`src/rtl/cus_pkg.sv`:
```
package cus_pkg;

	localparam int unsigned MAX_URI_BYTES = 1024;
	localparam int unsigned POS_W = $clog2(MAX_URI_BYTES + 1);
	localparam int unsigned OFF_W = 10;
	localparam int unsigned LEN_W = 11;
	localparam int unsigned PORT_W = 16;
	localparam int unsigned ACC_W = 17;
	localparam int unsigned CFG_IDX_W = 1;
	localparam int unsigned OUT_TDATA_W = 88;

	typedef enum logic [CFG_IDX_W-1:0] {
		REG_DEFAULT_PORT = 1'd0,
		REG_SECURE_DEFAULT_PORT = 1'd1
	} cfg_reg_t;

	typedef enum logic [2:0] {
		ST_OK      = 3'd0,
		ST_SCHEME  = 3'd1,
		ST_SEP     = 3'd2,
		ST_HOST    = 3'd3,
		ST_RANGE   = 3'd4,
		ST_TRAIL   = 3'd5,
		ST_TOOLONG = 3'd6
	} status_t;

	// status sits in the lowest bits, so the struct packs straight into tdata
	typedef struct packed {
		logic [LEN_W-1:0]  query_length;
		logic [OFF_W-1:0]  query_offset;
		logic [LEN_W-1:0]  path_length;
		logic [OFF_W-1:0]  path_offset;
		logic [LEN_W-1:0]  host_length;
		logic [OFF_W-1:0]  host_offset;
		logic [PORT_W-1:0] port;
		logic              secure;
		status_t           status;
	} result_t;

	localparam int unsigned RES_W = $bits(result_t);

	function automatic logic [7:0] scheme_char(input logic [2:0] idx);
		logic [7:0] ch;
		unique case (idx)
			3'd0: ch = "c";
			3'd1: ch = "o";
			3'd2: ch = "a";
			3'd3: ch = "p";
			default: ch = 8'h00;
		endcase
		return ch;
	endfunction

	function automatic logic [7:0] sep_char(input logic [2:0] idx);
		logic [7:0] ch;
		unique case (idx)
			3'd0: ch = ":";
			3'd1: ch = "/";
			3'd2: ch = "/";
			default: ch = 8'h00;
		endcase
		return ch;
	endfunction

endpackage

```
`src/rtl/cus_in_reg.sv`:
```
module cus_in_reg (
	input  logic       clk,
	input  logic       arst_n,
	input  logic       s_tvalid,
	output logic       s_tready,
	input  logic [7:0] s_tdata,   // [7:0] uri_byte
	input  logic       s_tlast,   // last_byte
	input  logic       advance,
	output logic       valid_s1,
	output logic [7:0] byte_s1,
	output logic       last_s1
);

	assign s_tready = !valid_s1 || advance;

	always_ff @(posedge clk or negedge arst_n) begin
		if (!arst_n) begin
			valid_s1 <= 1'b0;
		end else if (s_tready) begin
			valid_s1 <= s_tvalid;
		end
	end

	always_ff @(posedge clk) begin
		if (s_tready && s_tvalid) begin
			byte_s1 <= s_tdata;
			last_s1 <= s_tlast;
		end
	end

endmodule

```
`src/rtl/cus_parser.sv`:
```
module cus_parser (
	input  logic                       clk,
	input  logic                       arst_n,
	input  logic                       step,
	input  logic [7:0]                 uri_byte,
	input  logic                       last_byte,
	input  logic [cus_pkg::PORT_W-1:0] default_port,
	input  logic [cus_pkg::PORT_W-1:0] secure_default_port,
	output logic                       res_valid,
	output cus_pkg::result_t           res
);
	import cus_pkg::*;

	typedef enum logic [3:0] {
		PH_START, PH_SCHEME, PH_SOPT, PH_SEP, PH_HOSTFIRST, PH_HOST,
		PH_BRACKET, PH_AFTERHOST, PH_PORT, PH_PATH, PH_QUERY
	} phase_t;

	typedef struct packed {
		phase_t           phase;
		logic [2:0]       idx;
		logic [POS_W-1:0] pos;
		logic [ACC_W-1:0] acc;
		logic             secure;
		status_t          err;
		logic [OFF_W-1:0] host_start;
		logic [LEN_W-1:0] host_count;
		logic [OFF_W-1:0] path_start;
		logic [LEN_W-1:0] path_count;
		logic [OFF_W-1:0] query_start;
		logic [LEN_W-1:0] query_count;
		logic             port_seen;
	} pstate_t;

	localparam pstate_t PSTATE_CLR = '{
		phase: PH_START, idx: '0, pos: '0, acc: '0, secure: 1'b0, err: ST_OK,
		host_start: '0, host_count: '0, path_start: '0, path_count: '0,
		query_start: '0, query_count: '0, port_seen: 1'b0
	};

	pstate_t st_q;
	pstate_t nx;
	logic [7:0] lc;
	logic [OFF_W-1:0] pos_p1;
	logic [20:0] acc_x10;
	logic is_delim;
	status_t fin;
	logic [PORT_W-1:0] port_sel;

	assign lc = (uri_byte >= "A" && uri_byte <= "Z") ? uri_byte + 8'd32 : uri_byte;
	assign pos_p1 = st_q.pos[OFF_W-1:0] + OFF_W'(1);
	assign is_delim = (uri_byte == ":") || (uri_byte == "/") || (uri_byte == "?");
	assign acc_x10 = {st_q.acc, 3'b000} + {2'b00, st_q.acc, 1'b0}
		+ 21'(uri_byte - "0");

	always_comb begin
		nx = st_q;
		if (st_q.pos >= POS_W'(MAX_URI_BYTES)) begin
			nx.err = ST_TOOLONG;
		end else begin
			nx.pos = st_q.pos + POS_W'(1);
			if (st_q.err == ST_OK) begin
				unique case (st_q.phase)
					PH_START: begin
						if (uri_byte == "/") begin
							nx.phase = PH_PATH;
							nx.path_start = pos_p1;
							nx.path_count = '0;
						end else if (lc == scheme_char(3'd0)) begin
							nx.phase = PH_SCHEME;
							nx.idx = 3'd1;
						end else begin
							nx.phase = PH_SCHEME;
							nx.idx = 3'd0;
							nx.err = ST_SCHEME;
						end
					end
					PH_SCHEME: begin
						if (st_q.idx < 3'd4 && lc == scheme_char(st_q.idx)) begin
							if (st_q.idx == 3'd3) begin
								nx.phase = PH_SOPT;
								nx.idx = 3'd0;
							end else begin
								nx.idx = st_q.idx + 3'd1;
							end
						end else begin
							nx.err = ST_SCHEME;
						end
					end
					PH_SOPT: begin
						nx.phase = PH_SEP;
						nx.idx = 3'd0;
						if (uri_byte == "s") begin
							nx.secure = 1'b1;
						end else if (uri_byte == sep_char(3'd0)) begin
							nx.idx = 3'd1;
						end else begin
							nx.err = ST_SEP;
						end
					end
					PH_SEP: begin
						if (st_q.idx < 3'd3 && uri_byte == sep_char(st_q.idx)) begin
							nx.idx = st_q.idx + 3'd1;
							if (st_q.idx == 3'd2) begin
								nx.phase = PH_HOSTFIRST;
							end
						end else begin
							nx.err = ST_SEP;
						end
					end
					PH_HOSTFIRST: begin
						if (uri_byte == "[") begin
							nx.phase = PH_BRACKET;
							nx.host_start = pos_p1;
							nx.host_count = '0;
						end else if (is_delim) begin
							nx.err = ST_HOST;
						end else begin
							nx.phase = PH_HOST;
							nx.host_start = st_q.pos[OFF_W-1:0];
							nx.host_count = LEN_W'(1);
						end
					end
					PH_BRACKET: begin
						if (uri_byte == "]") begin
							if (st_q.host_count == '0) begin
								nx.err = ST_HOST;
							end else begin
								nx.phase = PH_AFTERHOST;
							end
						end else begin
							nx.host_count = st_q.host_count + LEN_W'(1);
						end
					end
					PH_HOST, PH_AFTERHOST: begin
						priority if (uri_byte == ":") begin
							nx.phase = PH_PORT;
							nx.acc = '0;
							nx.port_seen = 1'b0;
						end else if (uri_byte == "/") begin
							nx.phase = PH_PATH;
							nx.path_start = pos_p1;
							nx.path_count = '0;
						end else if (uri_byte == "?") begin
							nx.phase = PH_QUERY;
							nx.query_start = pos_p1;
							nx.query_count = '0;
						end else if (st_q.phase == PH_HOST) begin
							nx.host_count = st_q.host_count + LEN_W'(1);
						end else begin
							nx.err = ST_TRAIL;
						end
					end
					PH_PORT: begin
						priority if (uri_byte >= "0" && uri_byte <= "9") begin
							// saturate so a long digit run still reads as out of range
							nx.acc = (acc_x10 > 21'd65536) ? ACC_W'(65536) : acc_x10[ACC_W-1:0];
							nx.port_seen = 1'b1;
						end else if (st_q.acc > ACC_W'(65535)) begin
							nx.err = ST_RANGE;
						end else if (uri_byte == "/") begin
							nx.phase = PH_PATH;
							nx.path_start = pos_p1;
							nx.path_count = '0;
						end else if (uri_byte == "?") begin
							nx.phase = PH_QUERY;
							nx.query_start = pos_p1;
							nx.query_count = '0;
						end else begin
							nx.err = ST_TRAIL;
						end
					end
					PH_PATH: begin
						if (uri_byte == "?") begin
							nx.phase = PH_QUERY;
							nx.query_start = pos_p1;
							nx.query_count = '0;
						end else begin
							nx.path_count = st_q.path_count + LEN_W'(1);
						end
					end
					PH_QUERY: begin
						nx.query_count = st_q.query_count + LEN_W'(1);
					end
					default: begin
						nx.err = ST_SCHEME;
					end
				endcase
			end
		end
	end

	always_comb begin
		if (nx.err != ST_OK) begin
			fin = nx.err;
		end else begin
			unique case (nx.phase)
				PH_START, PH_SCHEME: fin = ST_SCHEME;
				PH_SOPT, PH_SEP: fin = ST_SEP;
				PH_HOSTFIRST, PH_BRACKET: fin = ST_HOST;
				PH_PORT: fin = (nx.acc > ACC_W'(65535)) ? ST_RANGE : ST_OK;
				default: fin = ST_OK;
			endcase
		end
	end

	assign port_sel = nx.port_seen ? nx.acc[PORT_W-1:0]
		: (nx.secure ? secure_default_port : default_port);

	always_comb begin
		res = '0;
		res.status = fin;
		if (fin == ST_OK) begin
			res.secure = nx.secure;
			res.port = port_sel;
			if (nx.host_count != '0) begin
				res.host_offset = nx.host_start;
				res.host_length = nx.host_count;
			end
			if (nx.path_count != '0) begin
				res.path_offset = nx.path_start;
				res.path_length = nx.path_count;
			end
			if (nx.query_count != '0) begin
				res.query_offset = nx.query_start;
				res.query_length = nx.query_count;
			end
		end
	end

	assign res_valid = step && last_byte;

	always_ff @(posedge clk or negedge arst_n) begin
		if (!arst_n) begin
			st_q <= PSTATE_CLR;
		end else if (step) begin
			// start over after the last byte of a URI
			st_q <= last_byte ? PSTATE_CLR : nx;
		end
	end

endmodule

```
`src/rtl/cus_out_reg.sv`:
```
module cus_out_reg (
	input  logic                            clk,
	input  logic                            arst_n,
	input  logic                            load,
	input  cus_pkg::result_t                res,
	output logic                            free,
	output logic                            m_tvalid,
	input  logic                            m_tready,
	output logic [cus_pkg::OUT_TDATA_W-1:0] m_tdata
);
	import cus_pkg::*;

	result_t res_q;

	assign free = !m_tvalid || m_tready;
	assign m_tdata = {(OUT_TDATA_W - RES_W)'(0), res_q};

	always_ff @(posedge clk or negedge arst_n) begin
		if (!arst_n) begin
			m_tvalid <= 1'b0;
		end else if (free) begin
			m_tvalid <= load;
		end
	end

	always_ff @(posedge clk) begin
		if (free && load) begin
			res_q <= res;
		end
	end

endmodule

```
`src/rtl/coap_uri_splitter.sv`:
```
// channel  | direction | beat content
// s_*      | in        | tdata[7:0] uri_byte, tlast last_byte
// m_*      | out       | tdata: one parse result per URI (status ... query_length)
// cfg_*    | in        | cfg_index selects default_port / secure_default_port
//
// One byte per cycle while no last byte is held: each accepted byte lands in
// an input register and is parsed from there by the phase logic; the result of
// a URI is loaded into the output register on its last byte. A stalled result
// holds only the last byte of the following URI; other bytes keep flowing.
// Reset clears the parse state and sets the default ports to 5683 and 5684.
module coap_uri_splitter (
	input  logic                            clk,
	input  logic                            arst_n,
	input  logic                            s_tvalid,
	output logic                            s_tready,
	input  logic [7:0]                      s_tdata,   // [7:0] uri_byte
	input  logic                            s_tlast,   // last_byte
	output logic                            m_tvalid,
	input  logic                            m_tready,
	// [2:0] status, [3] secure, [19:4] port, [29:20] host_offset,
	// [40:30] host_length, [50:41] path_offset, [61:51] path_length,
	// [71:62] query_offset, [82:72] query_length, [87:83] zero
	output logic [cus_pkg::OUT_TDATA_W-1:0] m_tdata,
	input  logic                            cfg_valid,
	output logic                            cfg_ready,
	input  logic [cus_pkg::CFG_IDX_W-1:0]   cfg_index,
	input  logic [cus_pkg::PORT_W-1:0]      cfg_data
);
	import cus_pkg::*;

	logic              valid_s1;
	logic [7:0]        byte_s1;
	logic              last_s1;
	logic              advance;
	logic              free;
	logic              res_valid;
	result_t           res;
	logic [PORT_W-1:0] default_port_q;
	logic [PORT_W-1:0] secure_default_port_q;

	assign cfg_ready = 1'b1;

	always_ff @(posedge clk or negedge arst_n) begin
		if (!arst_n) begin
			default_port_q <= PORT_W'(5683);
			secure_default_port_q <= PORT_W'(5684);
		end else if (cfg_valid) begin
			unique case (cfg_index)
				REG_DEFAULT_PORT: default_port_q <= cfg_data;
				REG_SECURE_DEFAULT_PORT: secure_default_port_q <= cfg_data;
				default: ;
			endcase
		end
	end

	// hold a last byte while the previous result is still waiting
	assign advance = valid_s1 && (!last_s1 || free);

	cus_in_reg u_in (
		.clk      (clk),
		.arst_n   (arst_n),
		.s_tvalid (s_tvalid),
		.s_tready (s_tready),
		.s_tdata  (s_tdata),
		.s_tlast  (s_tlast),
		.advance  (advance),
		.valid_s1 (valid_s1),
		.byte_s1  (byte_s1),
		.last_s1  (last_s1)
	);

	cus_parser u_parser (
		.clk                 (clk),
		.arst_n              (arst_n),
		.step                (advance),
		.uri_byte            (byte_s1),
		.last_byte           (last_s1),
		.default_port        (default_port_q),
		.secure_default_port (secure_default_port_q),
		.res_valid           (res_valid),
		.res                 (res)
	);

	cus_out_reg u_out (
		.clk      (clk),
		.arst_n   (arst_n),
		.load     (res_valid),
		.res      (res),
		.free     (free),
		.m_tvalid (m_tvalid),
		.m_tready (m_tready),
		.m_tdata  (m_tdata)
	);

endmodule

```
`config.mk`:
```
export PLATFORM = sky130hd
export DESIGN_NAME = coap_uri_splitter
export DESIGN_NICKNAME = d
export VERILOG_FILES = /design/src/rtl/cus_pkg.sv /design/src/rtl/cus_in_reg.sv /design/src/rtl/cus_parser.sv /design/src/rtl/cus_out_reg.sv /design/src/rtl/coap_uri_splitter.sv
export SDC_FILE = /design/constraint.sdc
export NUM_CORES = 1
export LEC_CHECK = 0
export CAP_MARGIN = 20
export CORE_MARGIN = 2
export CORE_UTILIZATION = 40
export DETAILED_ROUTE_END_ITERATION = 10
export DONT_BUFFER_PORTS = 1
export GPL_ROUTABILITY_DRIVEN = 0
export PLACE_DENSITY = 0.55
export RECOVER_POWER = 25
export SLEW_MARGIN = 20
export SYNTH_ARGS = -nofsm -noshare
export SYNTH_HDL_FRONTEND = slang
export SYNTH_SLANG_ARGS = --single-unit
```
`constraint.sdc`:
```
create_clock -name clk -period 5.75 [get_ports clk]
set_input_delay 0.575 -clock clk [delete_from_list [all_inputs] [get_ports clk]]
set_output_delay 0.575 -clock clk [all_outputs]
set_load 0.01 [all_outputs]
```
-- Yosys cells after proc, flatten, opt, wreduce, memory -nomap -nowiden
Cells that the tools add are included.
- bits of input ports: 31
- register bits after elaboration: 229
- equal/unequal tests: 32
- mux-type cells: 88
- order comparisons: 10
- reduce and logical (&&, ||, !) cells: 41
- add/subtract/negate cells: 10
- bitwise logic cells: 1
- operator list (kind ; count):
    $mux W21 ; 5
    $mux W103 ; 1
    $pmux W11 S4 ; 2
    $mux W85 ; 1
    $mux W42 ; 2
    $mux W3 ; 23
    $mux W64 ; 1
    $pmux W10 S3 ; 2
    $mux W8 ; 7
    $mux W11 ; 5
    $mux W53 ; 1
    $mux W17 ; 3
    $mux W4 ; 12
    $add A11 B1 Y11 const B ; 4
    $mux W36 ; 1
    $pmux W4 S9 ; 1
    $gt A17 B16 Y1 const B ; 2
    $pmux W17 S2 ; 1
    $pmux W11 S3 ; 1
    $reduce_bool A11 Y1 ; 3
    $eq A8 B7 Y1 const B ; 4
    $mux W16 ; 2
    $pmux W7 S4 ; 1
    $pmux W3 S9 ; 1
    other kinds (44) ; 96

-- Longest topological paths before layout
Gate-level depths: netlist (run 1).
- depth after elaboration: 18
- mapped depth: 19
- mapped depth without buffers: 16

-- Hierarchy
A second synthesis (run 1) with hierarchy kept.
- cell total of the unflattened synthesis: 1508
- area, all modules: 14983.1 sq um
- modules (own cells, without submodules) (module ; area each (sq um) ; instances ; cells each):
    cus_parser ; 10780.3 ; 1 ; 1329
    cus_out_reg ; 2587.5 ; 1 ; 93
    coap_uri_splitter ; 1291.2 ; 1 ; 73
    cus_in_reg ; 324.1 ; 1 ; 13

-- Worst setup path before layout (run 1)
No wires, ideal clock.
- path type: register to register
- start point: reg u_in.byte_s1[4]
- end point: reg u_out.res_q, in the netlist u_out.m_tdata[17], data pin
- arrival: 5758 ps
- path buffers: 2
- cell stages (with the launch flop): 16
- slack: -198 ps
- path through: edfxtp_1 ha_1 buf_2 nor3_1 fa_1 ha_1 a21oi_2 o21ai_1 a221o_1 or3_1 a221o_1 o41a_1 nand4_2 nand4b_4 buf_2 a2111oi_2
- cells in the longest elaborated chain, start to end: 14
- elaborated cells on any way between the ends: 85
- RTL lines (item ; line ; source):
    start: declaration ; cus_in_reg.sv:10 ; output logic [7:0] byte_s1,
    start signal: assignment ; cus_in_reg.sv:26 ; byte_s1 <= s_tdata;
    branches (longest 14 deep; another with $add A21 B21 Y21) ; -- ;
    end signal: assignment ; cus_out_reg.sv:28 ; res_q <= res;
    end: declaration ; cus_out_reg.sv:13 ; result_t res_q;
Several ways; the timed one is not identified. The select of a mux whose other input is x is not followed.
A chain may end at the register's enable or synchronous reset.

-- Final worst setup path (run 1)
- start point: reg u_in.byte_s1[6]
- end point: reg u_out.res_q, in the netlist u_out.m_tdata[9], data pin
Same word-level chain as after synthesis.

==> results.py, run 1 <==
metrics = {
    "worst_setup_path": {
        "cp_slowest_cell": "o21ai_0",
        "worst-r2r-setup-slack_ps": 610,
        "arrival_ps": 5410,
        "critPathRequiredTime_ps": 6020,
        "end_kind": "flop",
        "crit_type": "flop to flop",
        "crit_fanout": 10,
        "reg2reg_to": "u_out.m_tdata[9]",
        "rr_worst_depth": 17,
        "cp-start-kind": "flop",
        "path_cells": "inv_1 -> ha_1 -> a21oi_1 -> xnor2_1 -> fa_1 -> inv_1 -> ha_1 -> o211a_1 -> a21boi_0 -> o21ai_0 -> a21boi_0 -> or2_2 -> a41oi_1 -> nor2b_1 -> buf_4 -> a221oi_1 -> nor3_1",
        "slowest_delay_ps": 580,
        "r2r_start": "u_in.byte_s1[6]",
    },
    "route": {
        "vias_per_cell": 5.99,
        "drt-initial-drc-count": 883,
        "route.detailed.drc": 0,
        "first_pass_iters": 7,
        "wl_per_cell_um": 20.8,
        "antenna_left": 0,
        "wl_um": 39200,
        "vias": 11300,
    },
    "grt": {
        "grt_pass1_vias": 10900,
        "track_usage_pct": 21.7,
        "overflow": 0,
        "grt_pass1_wl_um": 62400,
        "grt_start_max_net_pins": 138,
        "antenna_found_initial": 0,
    },
    "layout": {
        "nFillCells": 3335,
        "instances_no_fill": 1889,
        "final_common_cell": "nand2_1",
        "syn_to_final_growth_pct": 9.90,
        "most-common-layout-cells": "nand2_1, dfrtp_1, nor2_1, o21ai_0, edfxtp_1",
        "num-nets-final": 1502,
        "final_util_pct": 44.4,
        "drive_gt1_share_pct": 10.5,
        "insertedDiodeCount": 0,
    },
    "hold_path": {
        "hold_depth": 0,
        "min-delay-start": "s_tdata[3]",
        "min_to": "u_in.byte_s1[3]",
        "hp-class": "input port to flop",
    },
    "flow_run": {
        "drv_cap": 1,
    },
    "power": {
        "p_total_mw": 4.32,
        "vdd_drop_max_v": 0.000222,
        "p_leak_nw": 5.91,
        "pwr_density_cell_nw_per_um2": 284,
    },
    "sta": {
        "post-route-period-util_pct": 89.3,
        "fin_tns_setup_ps": 0,
        "setup_viol": 0,
        "slew_violations": 138,
        "fin_skew_ps": 12.2,
        "fin_hold_ws_ps": 123,
        "min_period_ps": 5140,
        "max_freq_mhz": 195,
        "slew_headroom_pct": -140,
        "rsz0062_at_grt": "no",
        "hold_viol": 0,
        "worstMarginPinSlew_ps": 3610,
    },
    "clock_tree": {
        "clkTransAtPathRegs_ps": 60,
        "cts_tree": "done",
        "post_cts_buffers": 0,
        "htreeDepth": 1,
        "cts_made_buffers": 26,
        "clockRootBuffer": "clkbuf_16",
        "clock_sinks": 229,
        "max-clock-path-buffers": 3,
        "clk_latency_ps": 550,
    },
    "place": {
        "dpl.cell_count": 1838,
        "dp_hpwl_um": 28000,
        "placement.io_buffers": 0,
    },
    "yosys": {
        "yosysTopAreaCellShare_pct": 22.4,
        "yosys_warnings": 0,
        "ys_ff_latch": 229,
        "yosysTopAreaCell": "dfrtp_1",
        "ys_seq_area_share_pct": 44.8,
        "ys_async_sr_fraction_pct": 59.8,
        "synth_ff_type": "dfrtp_1",
        "synthDistinctLibCells": 85,
        "syn_area_um2": 13900,
        "synth-edff-count": 92,
        "syn_inst": 1433,
        "synthTopCellsByArea": "dfrtp_1, edfxtp_1, nand2_1, o21ai_0, ha_1",
        "postSynthAreaPerCell_um2": 9.67,
    },
    "status": {
        "status": "complete, but fails checks",
        "violations": "capacitance limit, slew limit",
    },
    "floorplan": {
        "rows": 68,
        "die_area_um2": 36100,
        "dieWidth_um": 190,
        "die_y_um": 190,
        "core-area_um2": 34300,
        "initial_core_util_pct": 40.4,
        "pin_count": 122,
    },
}
==> cells by family after synthesis <==
logic type                 synth area share (%)
and+or+nand+nor                            18.5
AOI/OAI and AO/OA                          19.8
DFF                                        44.8
buffers and inverters                      3.87
muxes                                      5.37
adders and majority gates                  6.01
xor gates and xnor gates                   1.58
other                                    0.0542
==> registers in the layout, summed over array words and instances (netlist names) <==
name,flops
secure_default_port_q,16
u_in.byte_s1,8
u_in.valid_s1,1
u_in.last_s1,1
u_out.m_tdata,83
u_out.m_tvalid,1
u_parser.st_q,103
default_port_q,16
==> repair_timing <==
action                                 4_1_cts  5_1_grt
gates resized for setup                      0        0
hold buffers                                 1        1
endpoints found under the hold margin      137        1
==> metal layers <==
layer	part of all wire (%)	up-vias	track usage, %
met5	0	-	0
met4	2.7	0	6.17
met3	5.9	67	3.58
met2	46	398	34.1
met1	46	5559	30.7
li1	-	5295	-
==> cells in the mapped netlist, drive strengths merged (6+ instances only) <==
library cell and instances:
dfstp 13, clkbuf 56, nor2 123, a22oi 7, a31oi 20, inv 47, xor2 14, a211oi 12
nand2b 17, nand2 150, nand4 15, xnor2 11, nor4 7, a22o 31, a21o 13, edfxtp 92
nand3b 7, and4 6, ha 41, or3 8, o22ai 19, nor3 63, fa 16, a21oi 77
nand3 42, and2 11, o21ai 115, o31ai 19, dfrtp 124, and3 14, mux2i 35, o211ai 14
nor2b 22, buf 25, or4 9, a2111oi 13, a221oi 10, mux2 35
==> critical path, delay by kind of cell, from the launching register on <==
family	cells	cell delay [ps]
AOI/OAI and AO/OA	7	2030
adders and majority gates	3	1160
and+or+nand+nor	3	630
DFF	1	540
buffers and inverters	3	360
xor gates and xnor gates	1	120
==> through the flow <==
stage / setup WS [ps] / cell area [um2]
2_1_floorplan: 536 / 13900
3_3_place_gp: 713 / 14300
3_5_place_dp: 727 / 14300
4_1_cts: 724 / 15200
5_1_grt: 337 / 15200
6_report: 613 / 15200
==> how the worst max path moves through the flow <==
stage                     from  slack [ps]                 to
2_1_floorplan  u_in.byte_s1[4]         540  u_out.m_tdata[17]
3_3_place_gp   u_in.byte_s1[4]         710   u_out.m_tdata[9]
3_5_place_dp   u_in.byte_s1[6]         730   u_out.m_tdata[9]
4_1_cts        u_in.byte_s1[6]         720   u_out.m_tdata[9]
5_1_grt        u_in.byte_s1[6]         340  u_parser.st_q[76]
6_report       u_in.byte_s1[6]         610   u_out.m_tdata[9]
==> area by class of cell <==
cell class / count / area [um2] / share of cell area (%)
multi-input cells: 1080 / 7160 / 47.1
flip-flops and latches: 229 / 6210 / 40.8
clock buffers: 33 / 687 / 4.51
well taps: 455 / 569 / 3.74
repair buffers: 30 / 254 / 1.67
inverters: 47 / 176 / 1.16
clock inverters: 15 / 168 / 1.10
==> power breakdown <==
part	internal (mW)	switching, mW	leakage [nW]
Sequential	1.82	0.123	2.72
Combinational	0.240	0.467	2.77
Clock	0.983	0.691	0.417
Total	3.04	1.28	5.91
No activity file was read; power rests on OpenSTA's default activity.
==> run 2: changes to the inputs <==
--- a/config.mk
+++ b/config.mk
@@ -5,6 +5,7 @@
 export SDC_FILE = /design/constraint.sdc
 export NUM_CORES = 1
 export LEC_CHECK = 0
+export ABC_AREA = 1
 export CAP_MARGIN = 20
 export CORE_MARGIN = 2
 export CORE_UTILIZATION = 40
@@ -13,6 +14,7 @@
 export GPL_ROUTABILITY_DRIVEN = 0
 export PLACE_DENSITY = 0.55
 export RECOVER_POWER = 25
+export REMOVE_ABC_BUFFERS = 1
 export SLEW_MARGIN = 20
 export SYNTH_ARGS = -nofsm -noshare
 export SYNTH_HDL_FRONTEND = slang
==> results.py, run 2 <==
metrics = {
    "worst_setup_path": {
        "crit_fanout": 21,
        "r2r_start": "u_in.byte_s1[4]",
        "slowest_delay_ps": 570,
        "path_cells": "ha_1 -> nor2_1 -> buf_4 -> fa_1 -> ha_1 -> a21oi_1 -> nor2_1 -> nor2_1 -> nor2_1 -> nor2_1 -> nand3_1 -> a21oi_1 -> nand3_1 -> a21oi_1 -> nor2_1 -> a21oi_4 -> nand3_2 -> nor2_1",
        "end_kind": "flop",
        "crit_type": "flop to flop",
        "critPathTopFamily": "simple AND/OR/NAND/NOR gates",
        "startpoint": "u_in.byte_s1[4]",
        "critPathRequiredTime_ps": 6110,
        "cp_num_buf_inv": 1,
        "cp-start-kind": "flop",
        "arrival_ps": 5260,
        "cp_common_cell": "nor2_1",
        "cp_slowest_cell": "nand3_2",
    },
    "layout": {
        "final_util_pct": 44.5,
        "multiInputGateArea_um2": 6380,
        "syn_to_final_growth_pct": 9.28,
        "largest_reg_flops": 103,
        "nFillCells": 3412,
        "most-common-layout-cells": "nand2_1, inv_1, nor2_1, o21ai_0, dfrtp_1",
        "drive_gt1_share_pct": 8.11,
        "regArea_um2": 6210,
        "final_common_cell": "nand2_1",
        "insertedDiodeCount": 0,
        "top_register": "u_parser.st_q",
        "num-nets-final": 1806,
        "instances_no_fill": 2186,
    },
    "grt": {
        "grt_start_max_net_pins": 138,
        "grt_pass1_wl_um": 61100,
        "grt_pass1_vias": 11300,
        "overflow": 0,
        "grt_util_met1_pct": 27.9,
        "use_met2_pct": 35.8,
        "track_usage_pct": 21.1,
        "top_usage_layer": "met2",
        "antenna_found_initial": 0,
        "met3_usage_pct": 3.19,
    },
    "clock_tree": {
        "clk_latency_ps": 540,
        "cts_resized": 0,
        "max-clock-path-buffers": 3,
        "post_cts_buffers": 0,
        "cts_tree": "done",
        "clockRootBuffer": "clkbuf_16",
        "hold_buffers": 1,
        "cts_made_buffers": 27,
        "clkTransAtPathRegs_ps": 60,
        "clock_sinks": 229,
        "htreeDepth": 1,
    },
    "yosys": {
        "synthTopCellsByCount": "nand2_1, inv_1, nor2_1",
        "ys_ff_latch": 229,
        "yosysTopAreaCell": "dfrtp_1",
        "yosysTopAreaCellShare_pct": 22.6,
        "synthTopCellsByArea": "dfrtp_1, edfxtp_1, nand2_1, inv_1, nor2_1",
        "synth_ff_type": "dfrtp_1",
        "ys_async_sr_fraction_pct": 59.8,
        "ys_seq_area_share_pct": 45.2,
        "synthDistinctLibCells": 53,
        "yosysMostFrequentCell": "nand2_1",
        "syn_area_um2": 13700,
        "synth-edff-count": 92,
        "yosys_warnings": 0,
        "syn_inst": 1725,
        "postSynthAreaPerCell_um2": 7.96,
    },
    "route": {
        "drt-initial-drc-count": 848,
        "vias_per_cell": 5.29,
        "vias": 11600,
        "wl_um": 37800,
        "route.detailed.drc": 0,
        "antenna_left": 0,
        "first_pass_iters": 5,
        "wl_per_cell_um": 17.3,
    },
    "floorplan": {
        "die_area_um2": 35800,
        "pin_count": 122,
        "core-area_um2": 33700,
        "die_y_um": 189,
        "initial_core_util_pct": 40.7,
        "rows": 67,
        "dieWidth_um": 189,
    },
    "power": {
        "p_leak_nw": 6.45,
        "p_total_mw": 4.92,
        "pwr_density_cell_nw_per_um2": 328,
        "p_sw_share_pct": 35.3,
        "p_clk_share_pct": 34.7,
        "seqPwrFrac_pct": 39.8,
        "vdd_drop_max_v": 0.000232,
        "combPwrFrac_pct": 25.5,
        "intPower_mw": 3.18,
        "p_sw_mw": 1.74,
    },
    "hold_path": {
        "hp-class": "input port to flop",
        "min-delay-start": "s_tdata[2]",
    },
    "sta": {
        "max_freq_mhz": 204,
        "hold_viol": 0,
        "rsz0062_at_grt": "no",
        "worst_slack_ps": 852,
        "min_period_ps": 4900,
        "slew_violations": 138,
        "setup_viol": 0,
        "post-route-period-util_pct": 85.2,
        "fin_tns_setup_ps": 0,
        "worstMarginPinSlew_ps": 3640,
        "slew_headroom_pct": -143,
        "fin_skew_ps": 12.4,
    },
    "flow_run": {
        "drv_cap": 1,
    },
    "status": {
        "status": "complete, but fails checks",
        "violations": "capacitance limit, slew limit",
    },
    "place": {
        "placement.io_buffers": 0,
        "dp_slack_ps": 872,
        "dp_hpwl_um": 26800,
        "dpl.cell_count": 2136,
    },
}
==> run 2: final timing paths <==
path | slack (ps) | cells after the start | end
worst max-delay path | 850 | 18 | u_out.m_tdata[25]
worst min-delay path | 130 | 0 | u_in.byte_s1[2]
worst max register to register | 850 | 18 | u_out.m_tdata[25]
worst min register to register | 480 | 2 | default_port_q[6]
max in group asynchronous | 2360 | 1 | u_parser.st_q[53]
min in group asynchronous | 1200 | 1 | u_parser.st_q[5]
==> run 2: final cells by class <==
cell class	count	area share, %
clock buffers	38	5.05
clock inverters	11	0.784
inverters	238	5.96
multi-input cells	1211	42.6
flip-flops and latches	229	41.4
well taps	448	3.74
repair buffers	11	0.534
==> run 2: cells by family after synthesis <==
logic type,Yosys count,synth area share [%]
compound gates,350,14.4
xor+xnor,15,0.957
fa+ha+maj,57,6.07
buf+inv,289,8.42
flops,229,45.2
other cells,2,0.0547
simple gates,783,24.9
==> run 2: power groups by stage <==
stage,Combinational [mW],Sequential (mW),Clock [mW]
after floorplan,0.881,1.97,0
after global placement,1.23,1.99,0
after detailed placement,1.22,1.99,0
after CTS,1.26,1.96,1.75
after global routing,1.39,1.97,1.81
final,1.26,1.96,1.71
==> run 2: per-stage QoR <==
| stage | instance area (um2) | hold slack (ps) |
|---|---|---|
| floorplan | 13500 | 279 |
| global placement | 14100 | 285 |
| detailed placement | 14100 | 287 |
| CTS | 15000 | 65.2 |
| global route | 15000 | 108 |
| finish | 15000 | 127 |
==> run 2: layer usage <==
metal  vias to the layer above  part of all wire (%)
li1                       5683                     -
met1                      5484                    45
met2                       320                    47
met3                        67                   5.1
met4                         0                   3.0
met5                         -                     0
==> run 3: changes to the inputs <==
--- a/config.mk
+++ b/config.mk
@@ -18,4 +18,5 @@
 export SLEW_MARGIN = 20
 export SYNTH_ARGS = -nofsm -noshare
 export SYNTH_HDL_FRONTEND = slang
+export SYNTH_HIERARCHICAL = 1
 export SYNTH_SLANG_ARGS = --single-unit
==> results.py, run 3 <==
metrics = {
    "status": {
        "status": "complete, but fails checks",
        "violations": "capacitance limit, slew limit",
    },
    "sta": {
        "fin_skew_ps": 16.6,
        "min_period_ps": 4610,
        "worstMarginPinSlew_ps": 3760,
        "slew_violations": 138,
        "hold_viol": 0,
        "setup_viol": 0,
        "worst_slack_ps": 1140,
        "slew_headroom_pct": -150,
        "max_freq_mhz": 217,
        "rsz0062_at_grt": "no",
        "post-route-period-util_pct": 80.1,
        "fin_hold_ws_ps": 126,
    },
    "worst_setup_path": {
        "end_kind": "flop",
        "arrival_ps": 4860,
        "crit_fanout": 49,
        "cp_slowest_cell": "nand2_4",
        "slowest_delay_ps": 600,
        "cp_num_buf_inv": 4,
        "critPathRequiredTime_ps": 6000,
        "cp-start-kind": "flop",
        "crit_type": "flop to flop",
        "rr_worst_depth": 22,
        "cp_common_cell": "nand2_1",
        "cp_num_cells": 22,
        "critPathTopFamily": "simple AND/OR/NAND/NOR gates",
        "path_cells": "ha_1 -> nor2_1 -> buf_4 -> inv_1 -> fa_1 -> inv_1 -> ha_1 -> nand2_1 -> nor4_1 -> nand2_1 -> nand2_1 -> nand2_1 -> nand2_1 -> nor2_1 -> nand3_1 -> nand2_1 -> nand2_1 -> nand3_1 -> nand2_2 -> inv_4 -> nand2_4 -> nor2_1",
    },
    "yosys": {
        "synth-edff-count": 92,
        "yosysTopAreaCellShare_pct": 22.5,
        "synthTopCellsByArea": "dfrtp_1, edfxtp_1, nand2_1, nor2_1, inv_1",
        "synthTopCellsByCount": "nand2_1, nor2_1, inv_1",
        "syn_area_um2": 13800,
        "yosysMostFrequentCell": "nand2_1",
        "postSynthAreaPerCell_um2": 8.07,
        "synthDistinctLibCells": 61,
        "ys_seq_area_share_pct": 45.0,
        "ys_ff_latch": 229,
        "ys_async_sr_fraction_pct": 59.8,
        "syn_inst": 1709,
        "synth_ff_type": "dfrtp_1",
        "yosys_warnings": 6,
        "yosysTopAreaCell": "dfrtp_1",
    },
    "layout": {
        "drive_gt1_share_pct": 8.58,
        "syn_to_final_growth_pct": 9.51,
        "num-nets-final": 1792,
        "largest_reg_flops": 103,
        "final_common_cell": "nand2_1",
        "multiInputGateArea_um2": 6470,
        "top_register": "u_parser/st_q",
        "nFillCells": 3403,
        "most-common-layout-cells": "nand2_1, nor2_1, inv_1, dfrtp_1, o21ai_0",
        "final_util_pct": 44.1,
        "insertedDiodeCount": 0,
        "regArea_um2": 6210,
    },
    "grt": {
        "antenna_found_initial": 0,
        "grt_start_max_net_pins": 138,
        "track_usage_pct": 21.7,
        "overflow": 0,
        "grt_pass1_vias": 11500,
        "grt_pass1_wl_um": 62600,
    },
    "power": {
        "p_leak_nw": 6.51,
        "p_sw_mw": 1.97,
        "p_sw_share_pct": 37.1,
        "pwr_density_cell_nw_per_um2": 351,
        "p_clk_share_pct": 33.5,
        "intPower_mw": 3.33,
        "seqPwrFrac_pct": 37.9,
        "vdd_drop_max_v": 0.000401,
        "p_total_mw": 5.30,
        "combPwrFrac_pct": 28.6,
    },
    "clock_tree": {
        "clkTransAtPathRegs_ps": 60,
        "cts_made_buffers": 27,
        "clock_sinks": 229,
        "htreeDepth": 1,
        "cts_tree": "done",
        "clockRootBuffer": "clkbuf_16",
        "clk_latency_ps": 540,
        "max-clock-path-buffers": 3,
    },
    "flow_run": {
        "drv_cap": 1,
    },
    "floorplan": {
        "initial_core_util_pct": 40.2,
        "rows": 68,
        "die_y_um": 190,
        "dieWidth_um": 190,
        "pin_count": 122,
        "core-area_um2": 34300,
        "die_area_um2": 36000,
    },
    "place": {
        "placement.io_buffers": 0,
        "dp_slack_ps": 1200,
        "dp_hpwl_um": 27800,
    },
    "route": {
        "first_pass_iters": 6,
        "vias_per_cell": 5.39,
        "drt-initial-drc-count": 794,
        "antenna_left": 0,
        "wl_per_cell_um": 18.1,
        "wl_um": 39400,
        "route.detailed.drc": 0,
        "vias": 11700,
    },
    "hold_path": {
        "hp-class": "input port to flop",
        "hold_depth": 0,
    },
}
-- run 3: cell types whose count changed after synthesis, moves of 19 or more --
cell	previous run	this run
nor2_1	190	215
nand2_1	398	374
o22ai_1	68	87
nand3_1	76	104
nor2_2	36	8
a21oi_1	99	62
inv_1	225	202
-- run 3: area by class of cell --
class	instances	area share [%]
Timing Repair Buffer	10	0.480
Tap cell	455	3.77
Clock inverter	19	1.51
Inverter	230	5.76
Multi-Input combinational cell	1206	42.9
Sequential cell	229	41.1
Clock buffer	30	4.55
-- run 3: power by group through the flow --
| stage | clock network (mW) | registers, mW | logic, mW |
|---|---|---|---|
| 6_report | 1.78 | 2.01 | 1.51 |
| 3_5_place_dp | 0 | 2.04 | 1.48 |
| 5_1_grt | 1.88 | 2.02 | 1.66 |
| 3_3_place_gp | 0 | 2.04 | 1.46 |
| 2_1_floorplan | 0 | 2.01 | 1.06 |
| 4_1_cts | 1.82 | 2.01 | 1.51 |
-- run 3: kinds of logic after synthesis --
logic type / count (synthesis) / share of synthesized area [%]
DFF: 229 / 45.0
muxes: 1 / 0.0726
xor gates and xnor gates: 21 / 1.33
AOI/OAI and AO/OA: 328 / 13.6
other: 2 / 0.0544
and+or+nand+nor: 793 / 25.5
buffers and inverters: 278 / 8.38
adders and majority gates: 57 / 6.04
-- run 3: metal layers --
metal	share of wire, %	GRT usage [%]
met5	0	0
met4	2.4	5.49
met3	6.0	3.10
met2	48	37.3
met1	44	28.8
-- run 3: final timing paths --
path / start / end / slack [ps]
min: s_tdata[1] / u_in/byte_s1[1] / 130
max reg2reg: u_in/byte_s1[5] / u_out/m_tdata[13] / 1140
max in group asynchronous: arst_n / default_port_q[11] / 2250
min in group asynchronous: arst_n / u_parser/st_q[100] / 1260
min reg2reg: default_port_q[0] / default_port_q[0] / 460
max: u_in/byte_s1[5] / u_out/m_tdata[13] / 1140
-- run 3: repair_timing --
item	in CTS	in global routing
setup buffers	0	0
hold buffers	1	0
gates resized for setup	0	0
hold endpoints to repair	137	0
-- run 3: through the flow --
stage	setup TNS, ps	area [um2]	instances
floorplan	-568320	13500	1665
global placement	0	14200	2129
detailed placement	0	14200	2129
CTS	0	15100	2179
global route	0	15100	2179
finish	0	15100	2179
